`src/rtl/core/cstb_pkg.sv`:
```
package cstb_pkg;

    localparam longint unsigned BLOCK_BYTES   = 64'd65536;
    localparam int              POSITION_BITS = 32;

    localparam int CHAR_BITS      = 16;
    localparam int CAP_FIELD_BITS = 17;
    localparam int CFG_INDEX_BITS = 1;
    localparam int TAG_LEN        = 8;
    localparam int WIDTH_TAG_LEN  = 7;
    localparam int VALUE_TAG_LEN  = 7;
    localparam int CLASS_Q_DEPTH  = 4;
    localparam int RESULT_Q_DEPTH = 4;

    localparam logic [CFG_INDEX_BITS-1:0] CFG_BLOCK_CAPACITY = 1'b0;
    localparam logic [CFG_INDEX_BITS-1:0] CFG_BLOCK_PRESENT  = 1'b1;

    localparam logic [1:0] ST_OK        = 2'd0;
    localparam logic [1:0] ST_MALFORMED = 2'd1;
    localparam logic [1:0] ST_TOO_SMALL = 2'd2;

    localparam logic KIND_WRITE  = 1'b0;
    localparam logic KIND_REPORT = 1'b1;

    localparam logic [CHAR_BITS-1:0] CHAR_NUL = 16'h0000;
    localparam logic [CHAR_BITS-1:0] CHAR_AMP = 16'h0026;

    localparam logic [CHAR_BITS-1:0] TOK_OFFSET [TAG_LEN] = '{
        16'h0026, 16'h004F, 16'h0046, 16'h0046, 16'h0053, 16'h0045, 16'h0054, 16'h003D
    };
    localparam logic [CHAR_BITS-1:0] TOK_WIDTH [WIDTH_TAG_LEN] = '{
        16'h0026, 16'h0057, 16'h0049, 16'h0044, 16'h0054, 16'h0048, 16'h003D
    };
    localparam logic [CHAR_BITS-1:0] TOK_VALUE [VALUE_TAG_LEN] = '{
        16'h0026, 16'h0056, 16'h0041, 16'h004C, 16'h0055, 16'h0045, 16'h003D
    };

    typedef enum logic [2:0] {
        PH_SEARCH,
        PH_OFF_HEX,
        PH_WID_TAG,
        PH_WID_HEX,
        PH_VAL_TAG,
        PH_DATA_HI,
        PH_DATA_LO
    } t_phase;

    // What the parser needs to know about one character.
    typedef struct packed {
        logic               is_nul;
        logic               is_amp;
        logic               is_hex;
        logic [3:0]         nibble;
        logic [TAG_LEN-1:0] off_match;
        logic [TAG_LEN-1:0] wid_match;
        logic [TAG_LEN-1:0] val_match;
    } t_class;

    typedef struct packed {
        logic                      we;
        logic [CFG_INDEX_BITS-1:0] index;
        logic [CAP_FIELD_BITS-1:0] data;
    } t_cfg_wr;

    typedef struct packed {
        logic        kind;
        logic [15:0] address;
        logic [7:0]  data;
        logic [1:0]  status;
        logic [63:0] required;
        logic [31:0] progress;
    } t_result;

endpackage

```
`src/rtl/core/cstb_fifo.sv`:
```
module cstb_fifo #(
    parameter int WIDTH = 8,
    parameter int DEPTH = 4
) (
    input  logic             i_clk,
    input  logic             i_rst_n,
    input  logic             i_push,
    input  logic [WIDTH-1:0] i_din,
    output logic             o_full,
    input  logic             i_pop,
    output logic [WIDTH-1:0] o_dout,
    output logic             o_empty
);

    localparam int AW = (DEPTH > 1) ? $clog2(DEPTH) : 1;
    localparam int CW = $clog2(DEPTH + 1);

    logic [WIDTH-1:0] r_mem [DEPTH];
    logic [AW-1:0]    r_wr, n_wr;
    logic [AW-1:0]    r_rd, n_rd;
    logic [CW-1:0]    r_count, n_count;
    logic             do_push, do_pop;

    assign o_full  = (r_count == CW'(DEPTH));
    assign o_empty = (r_count == '0);
    assign o_dout  = r_mem[r_rd];
    assign do_push = i_push && !o_full;
    assign do_pop  = i_pop && !o_empty;

    always_comb begin
        n_wr    = r_wr;
        n_rd    = r_rd;
        n_count = r_count;
        if (do_push) begin
            n_wr = (r_wr == AW'(DEPTH - 1)) ? '0 : r_wr + 1'b1;
        end
        if (do_pop) begin
            n_rd = (r_rd == AW'(DEPTH - 1)) ? '0 : r_rd + 1'b1;
        end
        if (do_push && !do_pop) begin
            n_count = r_count + 1'b1;
        end else if (do_pop && !do_push) begin
            n_count = r_count - 1'b1;
        end
    end

    always_ff @(posedge i_clk) begin
        if (!i_rst_n) begin
            r_wr    <= '0;
            r_rd    <= '0;
            r_count <= '0;
        end else begin
            r_wr    <= n_wr;
            r_rd    <= n_rd;
            r_count <= n_count;
        end
    end

    always_ff @(posedge i_clk) begin
        if (do_push) begin
            r_mem[r_wr] <= i_din;
        end
    end

endmodule

```
`src/rtl/core/cstb_front.sv`:
```
module cstb_front (
    input  logic [cstb_pkg::CHAR_BITS-1:0] i_char,
    output cstb_pkg::t_class               o_class
);

    logic is_dig, is_upper, is_lower;

    assign is_dig   = (i_char >= 16'h0030) && (i_char <= 16'h0039);
    assign is_upper = (i_char >= 16'h0041) && (i_char <= 16'h0046);
    assign is_lower = (i_char >= 16'h0061) && (i_char <= 16'h0066);

    always_comb begin
        o_class.is_nul = (i_char == cstb_pkg::CHAR_NUL);
        o_class.is_amp = (i_char == cstb_pkg::CHAR_AMP);
        o_class.is_hex = is_dig || is_upper || is_lower;
        // Letters A-F and a-f both sit at 1..6 in their low nibble.
        o_class.nibble = is_dig ? i_char[3:0] : i_char[3:0] + 4'd9;
        for (int k = 0; k < cstb_pkg::TAG_LEN; k++) begin
            o_class.off_match[k] = (i_char == cstb_pkg::TOK_OFFSET[k]);
            o_class.wid_match[k] = 1'b0;
            o_class.val_match[k] = 1'b0;
        end
        for (int k = 0; k < cstb_pkg::WIDTH_TAG_LEN; k++) begin
            o_class.wid_match[k] = (i_char == cstb_pkg::TOK_WIDTH[k]);
        end
        for (int k = 0; k < cstb_pkg::VALUE_TAG_LEN; k++) begin
            o_class.val_match[k] = (i_char == cstb_pkg::TOK_VALUE[k]);
        end
    end

endmodule

```
`src/rtl/core/cstb_back.sv`:
```
module cstb_back #(
    parameter longint unsigned BLOCK_BYTES   = cstb_pkg::BLOCK_BYTES,
    parameter int              POSITION_BITS = cstb_pkg::POSITION_BITS
) (
    input  logic              i_clk,
    input  logic              i_rst_n,
    input  cstb_pkg::t_cfg_wr i_cfg,
    input  cstb_pkg::t_class  i_class,
    input  logic              i_class_valid,
    output logic              o_class_take,
    input  logic              i_res_full,
    output logic              o_res_push,
    output cstb_pkg::t_result o_res
);

    localparam int PW = (POSITION_BITS < 32) ? POSITION_BITS : 32;
    localparam longint unsigned CAP_FIELD_MAX = (64'd1 << cstb_pkg::CAP_FIELD_BITS) - 64'd1;
    localparam longint unsigned CAP_MAX =
        (BLOCK_BYTES < CAP_FIELD_MAX) ? BLOCK_BYTES : CAP_FIELD_MAX;
    localparam int LEFT_BITS = (CAP_MAX > 1) ? $clog2(CAP_MAX + 1) : 1;

    logic [cstb_pkg::CAP_FIELD_BITS-1:0] r_capacity;
    logic                                r_present;

    cstb_pkg::t_phase r_phase, n_phase;
    logic [2:0]       r_tag, n_tag;
    logic [63:0]      r_acc, n_acc;
    logic             r_seen, n_seen;
    logic [63:0]      r_offset, n_offset;
    logic [63:0]      r_end, n_end;
    logic             r_wrap, n_wrap;
    logic             r_wzero, n_wzero;
    logic [LEFT_BITS-1:0] r_left, n_left;
    logic [15:0]      r_wptr, n_wptr;
    logic [3:0]       r_hi, n_hi;
    logic [63:0]      r_largest, n_largest;
    logic [PW-1:0]    r_pos, n_pos;
    logic [PW-1:0]    r_tag_pos, n_tag_pos;
    logic             r_discard, n_discard;

    logic [PW-1:0]        pos_nx;
    logic [LEFT_BITS-1:0] cap_eff;
    logic [64:0]          sum;
    logic [63:0]          max_end;
    logic                 too_small;
    logic                 fin;
    logic [1:0]           fin_status;
    logic [PW-1:0]        fin_prog;
    logic [63:0]          fin_req;

    assign o_class_take = i_class_valid && !i_res_full;
    assign pos_nx       = (&r_pos) ? r_pos : r_pos + 1'b1;
    assign cap_eff      = (r_capacity > cstb_pkg::CAP_FIELD_BITS'(CAP_MAX))
                        ? LEFT_BITS'(CAP_MAX) : LEFT_BITS'(r_capacity);
    assign sum          = {1'b0, r_offset} + {1'b0, r_acc};
    assign max_end      = (r_end > r_largest) ? r_end : r_largest;
    // Capacity short of max(end, largest) is short of either one.
    assign too_small    = !r_present || (64'(cap_eff) < r_end) || (64'(cap_eff) < r_largest);

    always_ff @(posedge i_clk) begin
        if (!i_rst_n) begin
            r_capacity <= '0;
            r_present  <= 1'b1;
        end else if (i_cfg.we) begin
            unique case (i_cfg.index)
                cstb_pkg::CFG_BLOCK_CAPACITY: r_capacity <= i_cfg.data;
                cstb_pkg::CFG_BLOCK_PRESENT:  r_present  <= i_cfg.data[0];
                default: ;
            endcase
        end
    end

    always_comb begin
        n_phase    = r_phase;
        n_tag      = r_tag;
        n_acc      = r_acc;
        n_seen     = r_seen;
        n_offset   = r_offset;
        n_end      = r_end;
        n_wrap     = r_wrap;
        n_wzero    = r_wzero;
        n_left     = r_left;
        n_wptr     = r_wptr;
        n_hi       = r_hi;
        n_largest  = r_largest;
        n_pos      = r_pos;
        n_tag_pos  = r_tag_pos;
        n_discard  = r_discard;
        fin        = 1'b0;
        fin_status = cstb_pkg::ST_OK;
        fin_prog   = r_pos;
        fin_req    = r_largest;
        o_res_push = 1'b0;
        o_res      = '0;

        if (o_class_take) begin
            if (r_discard) begin
                if (i_class.is_nul) begin
                    n_discard = 1'b0;
                end
            end else begin
                n_pos = pos_nx;
                unique case (r_phase)
                    cstb_pkg::PH_SEARCH: begin
                        if (i_class.is_nul) begin
                            fin = 1'b1;
                        end else if (i_class.off_match[r_tag]) begin
                            if (r_tag == 3'(cstb_pkg::TAG_LEN - 1)) begin
                                n_phase = cstb_pkg::PH_OFF_HEX;
                                n_tag   = '0;
                                n_acc   = '0;
                                n_seen  = 1'b0;
                            end else begin
                                n_tag = r_tag + 1'b1;
                            end
                        end else begin
                            n_tag = i_class.is_amp ? 3'd1 : 3'd0;
                        end
                    end
                    cstb_pkg::PH_OFF_HEX, cstb_pkg::PH_WID_HEX: begin
                        if (i_class.is_nul || i_class.is_amp) begin
                            if (!r_seen || i_class.is_nul) begin
                                fin        = 1'b1;
                                fin_status = cstb_pkg::ST_MALFORMED;
                            end else begin
                                if (r_phase == cstb_pkg::PH_OFF_HEX) begin
                                    n_offset = r_acc;
                                    n_phase  = cstb_pkg::PH_WID_TAG;
                                end else begin
                                    // The end sum is formed here, ahead of the size checks.
                                    n_end   = sum[63:0];
                                    n_wrap  = sum[64];
                                    n_wzero = (r_acc == '0);
                                    n_left  = LEFT_BITS'(r_acc);
                                    n_phase = cstb_pkg::PH_VAL_TAG;
                                end
                                n_tag     = 3'd1;
                                n_tag_pos = r_pos;
                            end
                        end else if (!i_class.is_hex || (|r_acc[63:60])) begin
                            fin        = 1'b1;
                            fin_status = cstb_pkg::ST_MALFORMED;
                        end else begin
                            n_acc  = {r_acc[59:0], i_class.nibble};
                            n_seen = 1'b1;
                        end
                    end
                    cstb_pkg::PH_WID_TAG: begin
                        if (!i_class.wid_match[r_tag]) begin
                            fin        = 1'b1;
                            fin_status = cstb_pkg::ST_MALFORMED;
                            fin_prog   = r_tag_pos;
                        end else if (r_tag == 3'(cstb_pkg::WIDTH_TAG_LEN - 1)) begin
                            n_phase = cstb_pkg::PH_WID_HEX;
                            n_tag   = '0;
                            n_acc   = '0;
                            n_seen  = 1'b0;
                        end else begin
                            n_tag = r_tag + 1'b1;
                        end
                    end
                    cstb_pkg::PH_VAL_TAG: begin
                        if (!i_class.val_match[r_tag]) begin
                            fin        = 1'b1;
                            fin_status = cstb_pkg::ST_MALFORMED;
                            fin_prog   = r_tag_pos;
                        end else if (r_tag != 3'(cstb_pkg::VALUE_TAG_LEN - 1)) begin
                            n_tag = r_tag + 1'b1;
                        end else if (r_wrap) begin
                            fin        = 1'b1;
                            fin_status = cstb_pkg::ST_MALFORMED;
                            fin_prog   = pos_nx;
                        end else if (too_small) begin
                            fin        = 1'b1;
                            fin_status = cstb_pkg::ST_TOO_SMALL;
                            fin_prog   = pos_nx;
                            fin_req    = max_end;
                        end else begin
                            n_largest = max_end;
                            n_tag     = '0;
                            if (r_wzero) begin
                                n_phase = cstb_pkg::PH_SEARCH;
                            end else begin
                                n_phase = cstb_pkg::PH_DATA_HI;
                                n_wptr  = r_offset[15:0];
                            end
                        end
                    end
                    cstb_pkg::PH_DATA_HI: begin
                        if (!i_class.is_hex) begin
                            fin        = 1'b1;
                            fin_status = cstb_pkg::ST_MALFORMED;
                        end else begin
                            n_hi      = i_class.nibble;
                            n_tag_pos = r_pos;
                            n_phase   = cstb_pkg::PH_DATA_LO;
                        end
                    end
                    cstb_pkg::PH_DATA_LO: begin
                        if (!i_class.is_hex) begin
                            fin        = 1'b1;
                            fin_status = cstb_pkg::ST_MALFORMED;
                            fin_prog   = r_tag_pos;
                        end else begin
                            o_res_push    = 1'b1;
                            o_res.kind    = cstb_pkg::KIND_WRITE;
                            o_res.address = r_wptr;
                            o_res.data    = {r_hi, i_class.nibble};
                            n_wptr        = r_wptr + 1'b1;
                            n_left        = r_left - 1'b1;
                            if (r_left == LEFT_BITS'(1)) begin
                                n_phase = cstb_pkg::PH_SEARCH;
                                n_tag   = '0;
                            end else begin
                                n_phase = cstb_pkg::PH_DATA_HI;
                            end
                        end
                    end
                    default: begin
                        n_phase = cstb_pkg::PH_SEARCH;
                        n_tag   = '0;
                    end
                endcase

                if (fin) begin
                    o_res_push     = 1'b1;
                    o_res.kind     = cstb_pkg::KIND_REPORT;
                    o_res.status   = fin_status;
                    o_res.required = fin_req;
                    o_res.progress = 32'(fin_prog);
                    n_phase        = cstb_pkg::PH_SEARCH;
                    n_tag          = '0;
                    n_acc          = '0;
                    n_seen         = 1'b0;
                    n_offset       = '0;
                    n_end          = '0;
                    n_wrap         = 1'b0;
                    n_wzero        = 1'b0;
                    n_left         = '0;
                    n_wptr         = '0;
                    n_hi           = '0;
                    n_largest      = '0;
                    n_pos          = '0;
                    n_tag_pos      = '0;
                    n_discard      = !i_class.is_nul;
                end
            end
        end
    end

    always_ff @(posedge i_clk) begin
        if (!i_rst_n) begin
            r_phase   <= cstb_pkg::PH_SEARCH;
            r_tag     <= '0;
            r_seen    <= 1'b0;
            r_wrap    <= 1'b0;
            r_wzero   <= 1'b0;
            r_largest <= '0;
            r_pos     <= '0;
            r_tag_pos <= '0;
            r_discard <= 1'b0;
        end else begin
            r_phase   <= n_phase;
            r_tag     <= n_tag;
            r_seen    <= n_seen;
            r_wrap    <= n_wrap;
            r_wzero   <= n_wzero;
            r_largest <= n_largest;
            r_pos     <= n_pos;
            r_tag_pos <= n_tag_pos;
            r_discard <= n_discard;
        end
    end

    always_ff @(posedge i_clk) begin
        r_acc    <= n_acc;
        r_offset <= n_offset;
        r_end    <= n_end;
        r_left   <= n_left;
        r_wptr   <= n_wptr;
        r_hi     <= n_hi;
    end

endmodule

```
`src/rtl/core/config_string_to_block_parser_unit.sv`:
```
// Streams a NUL-terminated configuration string one 16-bit character per beat and turns each
// &OFFSET=..&WIDTH=..&VALUE=.. group into byte-write results, ending every string with one
// completion report (status, largest offset+width, stop position). Throughput is one character
// per clock: a character is classified on the push side and lands in a four-entry queue, and
// the parser takes one classified character per cycle whenever the four-entry result queue has
// room. A result enters the result queue on the edge at which the parser takes its character.
// The input reports full only after the result queue has filled and four characters wait
// behind it. Characters that follow an early report are dropped at the same rate up to the
// next NUL. There is no clearing pass after reset; configuration writes take effect on the
// next clock.
module config_string_to_block_parser_unit #(
    parameter longint unsigned BLOCK_BYTES   = cstb_pkg::BLOCK_BYTES,
    parameter int              POSITION_BITS = cstb_pkg::POSITION_BITS
) (
    input  logic                                     i_clk,
    input  logic                                     i_rst_n,
    input  logic                                     i_cfg_we,
    input  logic [cstb_pkg::CFG_INDEX_BITS-1:0]      i_cfg_index,
    input  logic [cstb_pkg::CAP_FIELD_BITS-1:0]      i_cfg_data,
    input  logic                                     push,
    output logic                                     full,
    input  logic [cstb_pkg::CHAR_BITS-1:0]           i_text_char,
    output logic                                     empty,
    input  logic                                     pop,
    output logic                                     o_result_kind,
    output logic [15:0]                              o_write_address,
    output logic [7:0]                               o_write_byte,
    output logic [1:0]                               o_status_code,
    output logic [63:0]                              o_required_size,
    output logic [31:0]                              o_progress_index
);

    localparam int CLASS_W  = $bits(cstb_pkg::t_class);
    localparam int RESULT_W = $bits(cstb_pkg::t_result);

    cstb_pkg::t_class  cls_in, cls_q;
    cstb_pkg::t_result res, res_q;
    cstb_pkg::t_cfg_wr cfg;
    logic [CLASS_W-1:0]  cls_dout;
    logic [RESULT_W-1:0] res_dout;
    logic cls_empty, cls_take, res_full, res_push;

    assign cfg.we    = i_cfg_we;
    assign cfg.index = i_cfg_index;
    assign cfg.data  = i_cfg_data;

    cstb_front u_front (
        .i_char  (i_text_char),
        .o_class (cls_in)
    );

    cstb_fifo #(
        .WIDTH (CLASS_W),
        .DEPTH (cstb_pkg::CLASS_Q_DEPTH)
    ) u_class_q (
        .i_clk   (i_clk),
        .i_rst_n (i_rst_n),
        .i_push  (push),
        .i_din   (cls_in),
        .o_full  (full),
        .i_pop   (cls_take),
        .o_dout  (cls_dout),
        .o_empty (cls_empty)
    );

    assign cls_q = cls_dout;

    cstb_back #(
        .BLOCK_BYTES   (BLOCK_BYTES),
        .POSITION_BITS (POSITION_BITS)
    ) u_back (
        .i_clk         (i_clk),
        .i_rst_n       (i_rst_n),
        .i_cfg         (cfg),
        .i_class       (cls_q),
        .i_class_valid (!cls_empty),
        .o_class_take  (cls_take),
        .i_res_full    (res_full),
        .o_res_push    (res_push),
        .o_res         (res)
    );

    cstb_fifo #(
        .WIDTH (RESULT_W),
        .DEPTH (cstb_pkg::RESULT_Q_DEPTH)
    ) u_result_q (
        .i_clk   (i_clk),
        .i_rst_n (i_rst_n),
        .i_push  (res_push),
        .i_din   (res),
        .o_full  (res_full),
        .i_pop   (pop),
        .o_dout  (res_dout),
        .o_empty (empty)
    );

    assign res_q            = res_dout;
    assign o_result_kind    = res_q.kind;
    assign o_write_address  = res_q.address;
    assign o_write_byte     = res_q.data;
    assign o_status_code    = res_q.status;
    assign o_required_size  = res_q.required;
    assign o_progress_index = res_q.progress;

    a_res_room: assert property (@(posedge i_clk) disable iff (!i_rst_n)
        res_push |-> !res_full)
        else $error("result beat produced while the result queue is full");

    a_res_needs_char: assert property (@(posedge i_clk) disable iff (!i_rst_n)
        res_push |-> cls_take)
        else $error("result beat produced without a character taken");

    a_write_clean: assert property (@(posedge i_clk) disable iff (!i_rst_n)
        (!empty && o_result_kind == cstb_pkg::KIND_WRITE) |->
            (o_status_code == cstb_pkg::ST_OK && o_required_size == '0
             && o_progress_index == '0))
        else $error("byte write beat carries report fields");

endmodule
```
`config.mk`:
```
export PLATFORM = sky130hd
export DESIGN_NAME = config_string_to_block_parser_unit
export DESIGN_NICKNAME = d
export VERILOG_FILES = /design/src/rtl/core/cstb_pkg.sv /design/src/rtl/core/cstb_fifo.sv /design/src/rtl/core/cstb_front.sv /design/src/rtl/core/cstb_back.sv /design/src/rtl/core/config_string_to_block_parser_unit.sv
export SDC_FILE = /design/constraint.sdc
export NUM_CORES = 2
export LEC_CHECK = 0
export BUFFER_PORTS_ARGS = -buffer_cell sky130_fd_sc_hd__buf_2
export CELL_PAD_IN_SITES_DETAIL_PLACEMENT = 1
export CELL_PAD_IN_SITES_GLOBAL_PLACEMENT = 1
export CORE_MARGIN = 3
export CORE_UTILIZATION = 47
export DETAILED_ROUTE_END_ITERATION = 10
export PLACE_DENSITY = 0.75
export SYNTH_ARGS = -nofsm -noshare
export SYNTH_HDL_FRONTEND = slang
export SYNTH_SLANG_ARGS = --single-unit
```
`constraint.sdc`:
```
create_clock -name i_clk -period 7 [get_ports i_clk]
set_input_delay 0.35 -clock i_clk [delete_from_list [all_inputs] [get_ports i_clk]]
set_output_delay 0.35 -clock i_clk [all_outputs]
set_load 0.02 [all_outputs]
```
==> metrics.txt <==
status=complete, no violations; routed via count=31800; Final Max Tran Viols=0; Layout area overhead=12.4%; cell area after synthesis=47000 um^2; final core area utilization=53.5%; first-pass GRT wire length=202 mm; worst-skew pair later-pin latency=700 ps; CTS buffer count=101; post-synth top area share=51.4%; grt met2 use=41.5%; min Tclk post-route=5750 ps; setup TNS=0 ps; post-synth top area cell=edfxtp_1; Port-buffer cells=163; Worst Clk Skew=33.6 ps; largest net degree at the start of global routing=roughly 110; clock sinks=979; Layout Nets=roughly 4000; Critical Path RT=7320 ps; die width=between 300 and 400 um; GRT met1 Usage=a little over a third; ratio of cells with drive above 1 in the final layout=14.9%; Post-Place Cell Area=49100 um^2; Worst Setup Path Type=flop to flop; Worst setup EP type=flop; H-tree Lvls=3; pwr dens=467 nW/um^2; GRT Overall Usage=25.0%; Post-CTS Resized=0; most common flop cell mapped by yosys=edfxtp_1; effective utilization at floorplan=between 40% and 50%; Clock Tree Root=clkbuf_16; number of synthesized register bits=about 980; slew of the pin with the lowest slew margin=1200 ps; WL final=about 130 mm; worst r2r src=u_back.r_capacity[11]; # diodes=0; CTS tree=yes; dpl hpwl=87.9 mm; io pins=164; worst vdd rail ir drop=386 uV; # rows=115; sequential element share of the synthesized area=58.8%; Hold Startpoint=i_text_char[4]; RSZ-0062 raised after global routing=false; Slowest cell on crit path=a211oi_1; crit-path max cell delay=980 ps; MaxCap Viol Count=0; clock buffer depth=3; Design Area, Final=52900 um^2; most frequent CP cell=buf_4; synthesized net count=roughly 3900; DRC errors left=0; clock slew at reported path FFs=60 ps; vias in the first global route=33200; synth top area cells=edfxtp_1 51%, dfxtp_1 7.4%, mux4_2 6.9%; Final Setup Violations=0; fillers=9840; total die area=104000 um^2; WP buf/inv=3; f_max=0.174 GHz; Async S/R FF share, synth=0%; crit start category=flop; first-pass iteration count of the detailed router=5; Top delay family on crit path=compound AO/OA/AOI/OAI gates; worst-path fanout max=34; Post-synth EDFFs=805; GRT busiest layer=met2; Leakage Power=17.8 nW; Congestion Overflow GR=0; crit path DAT=6070 ps; Slew headroom=19.7%; most frequent cells after synthesis=805 x edfxtp_1, 260 x nor2_1, 197 x a21oi_1; Post-Syn Area per Cell=12.8 um^2; antenna violations before repair=1; Netlist cell types=97; most common cell in the netlist=edfxtp_1; Final ANT Viol Nets=0; Crit. Startpoint=u_back.r_capacity[11]; met3 GRT Util=under 10%; Post-Syn Instances=3681; Starting DRT DRC Count=2712; die height=322 um; hold crit path type=input port to flop; core area=98900 um^2; WL/cell=25.1 um; Worst Setup Slack, final=between 1000 and 1500 ps; CP cell instances=nor4_1 -> a41oi_1 -> buf_4 -> nor2b_1 -> ha_1 -> a21o_1 -> a211oi_1 -> a2111oi_0 -> o21a_1 -> a2111oi_0 -> nand4b_4 -> o21a_1 -> buf_4 -> o21ai_4 -> buf_4 -> a211oi_1; worst slack at placement=1360 ps; yosys warns=0; GPL Wtd Cong=0.884; vias per inst=6.15; final hold viol count=0; fin crit share=82.2%
## cell families (layout without fill, tap and decap cells)
logic type      Yosys count  after routing  synth area share [%]
compound gates          697            697                  9.88
buf+inv                 343            552                  2.99
mux                     234            234                  8.92
simple gates           1157           1157                  12.8
xor+xnor                 84             84                  1.56
fa+ha+maj               187            187                  5.01
flops                   979            979                  58.8
## state kept, by name, summed over array words and instances, names as in the netlist, 32 cells and up, named ones only
register	flops
u_result_q.r_mem	492
u_class_q.r_mem	84
u_back.r_acc	64
u_back.r_end	64
u_back.r_largest	64
u_back.r_offset	64
u_back.r_pos	32
u_back.r_tag_pos	32
## per-layer routing
metal | part of all wire, % | routed length [um]
met5 | 0 | 0
met4 | 2.8 | 3620
met3 | 4.2 | 5410
met2 | 48 | 62700
met1 | 45 | 58400
## placed cells by master (no fill, tap or decap), drive strengths merged, types with 15 or more instances in the layout
master,n
ha,180
nor2,262
o21ai,110
or3,23
mux4,147
o21a,36
clkbuf,122
nor2b,29
and2,107
buf,212
bufinv,17
nor4,84
clkinv,42
dfxtp,174
nand3,107
xor2,33
a21oi,199
edfxtp,805
nand2b,19
nor3,60
a211oi,51
and3,159
mux2i,83
nand2,198
o22ai,15
o31ai,49
xnor2,51
a21o,61
dlygate4sd3,19
a31oi,17
a22oi,22
or4,18
inv,134
nand4,53
## path summary, 6_finish.rpt
check | end | slack, ps | cells past startpoint
worst min register to register | u_back.r_tag_pos[28] | 470 | 2
worst max-delay path | u_result_q.r_mem[1][22] | 1250 | 16
worst min-delay path | u_class_q.r_mem[0][27] | 150 | 2
worst max register to register | u_result_q.r_mem[1][22] | 1250 | 16
## cell type report
type	instances	area, um^2	area share (%)
Clock inverter	70	862	1.63
Tap cell	1287	1610	3.05
Clock buffer	122	2690	5.09
Multi-Input combinational cell	2359	18100	34.2
Timing Repair Buffer	231	1490	2.81
Sequential cell	979	27700	52.3
Inverter	129	484	0.916
## metrics by stage
step                hold slack (ps)  cells  power, W
floorplan                       433   3681    0.0157
global placement                442   4966    0.0187
detailed placement              461   4966    0.0190
CTS                            95.2   5177    0.0248
global route                    137   5177    0.0261
finish                          146   5177    0.0247
## where the power goes
group,total [W],switching (W),internal [W]
clock,0.00573,0.00234,0.00339
sequential,0.00929,0.00112,0.00817
combinational,0.00965,0.00622,0.00343
total,0.0247,0.00968,0.0150
## what timing repair did
action	4_1_cts	5_1_grt
buffers inserted	0	0
hold buffers	19	0
hold endpoints to repair	18	0
(Power assumes the default switching activity.)
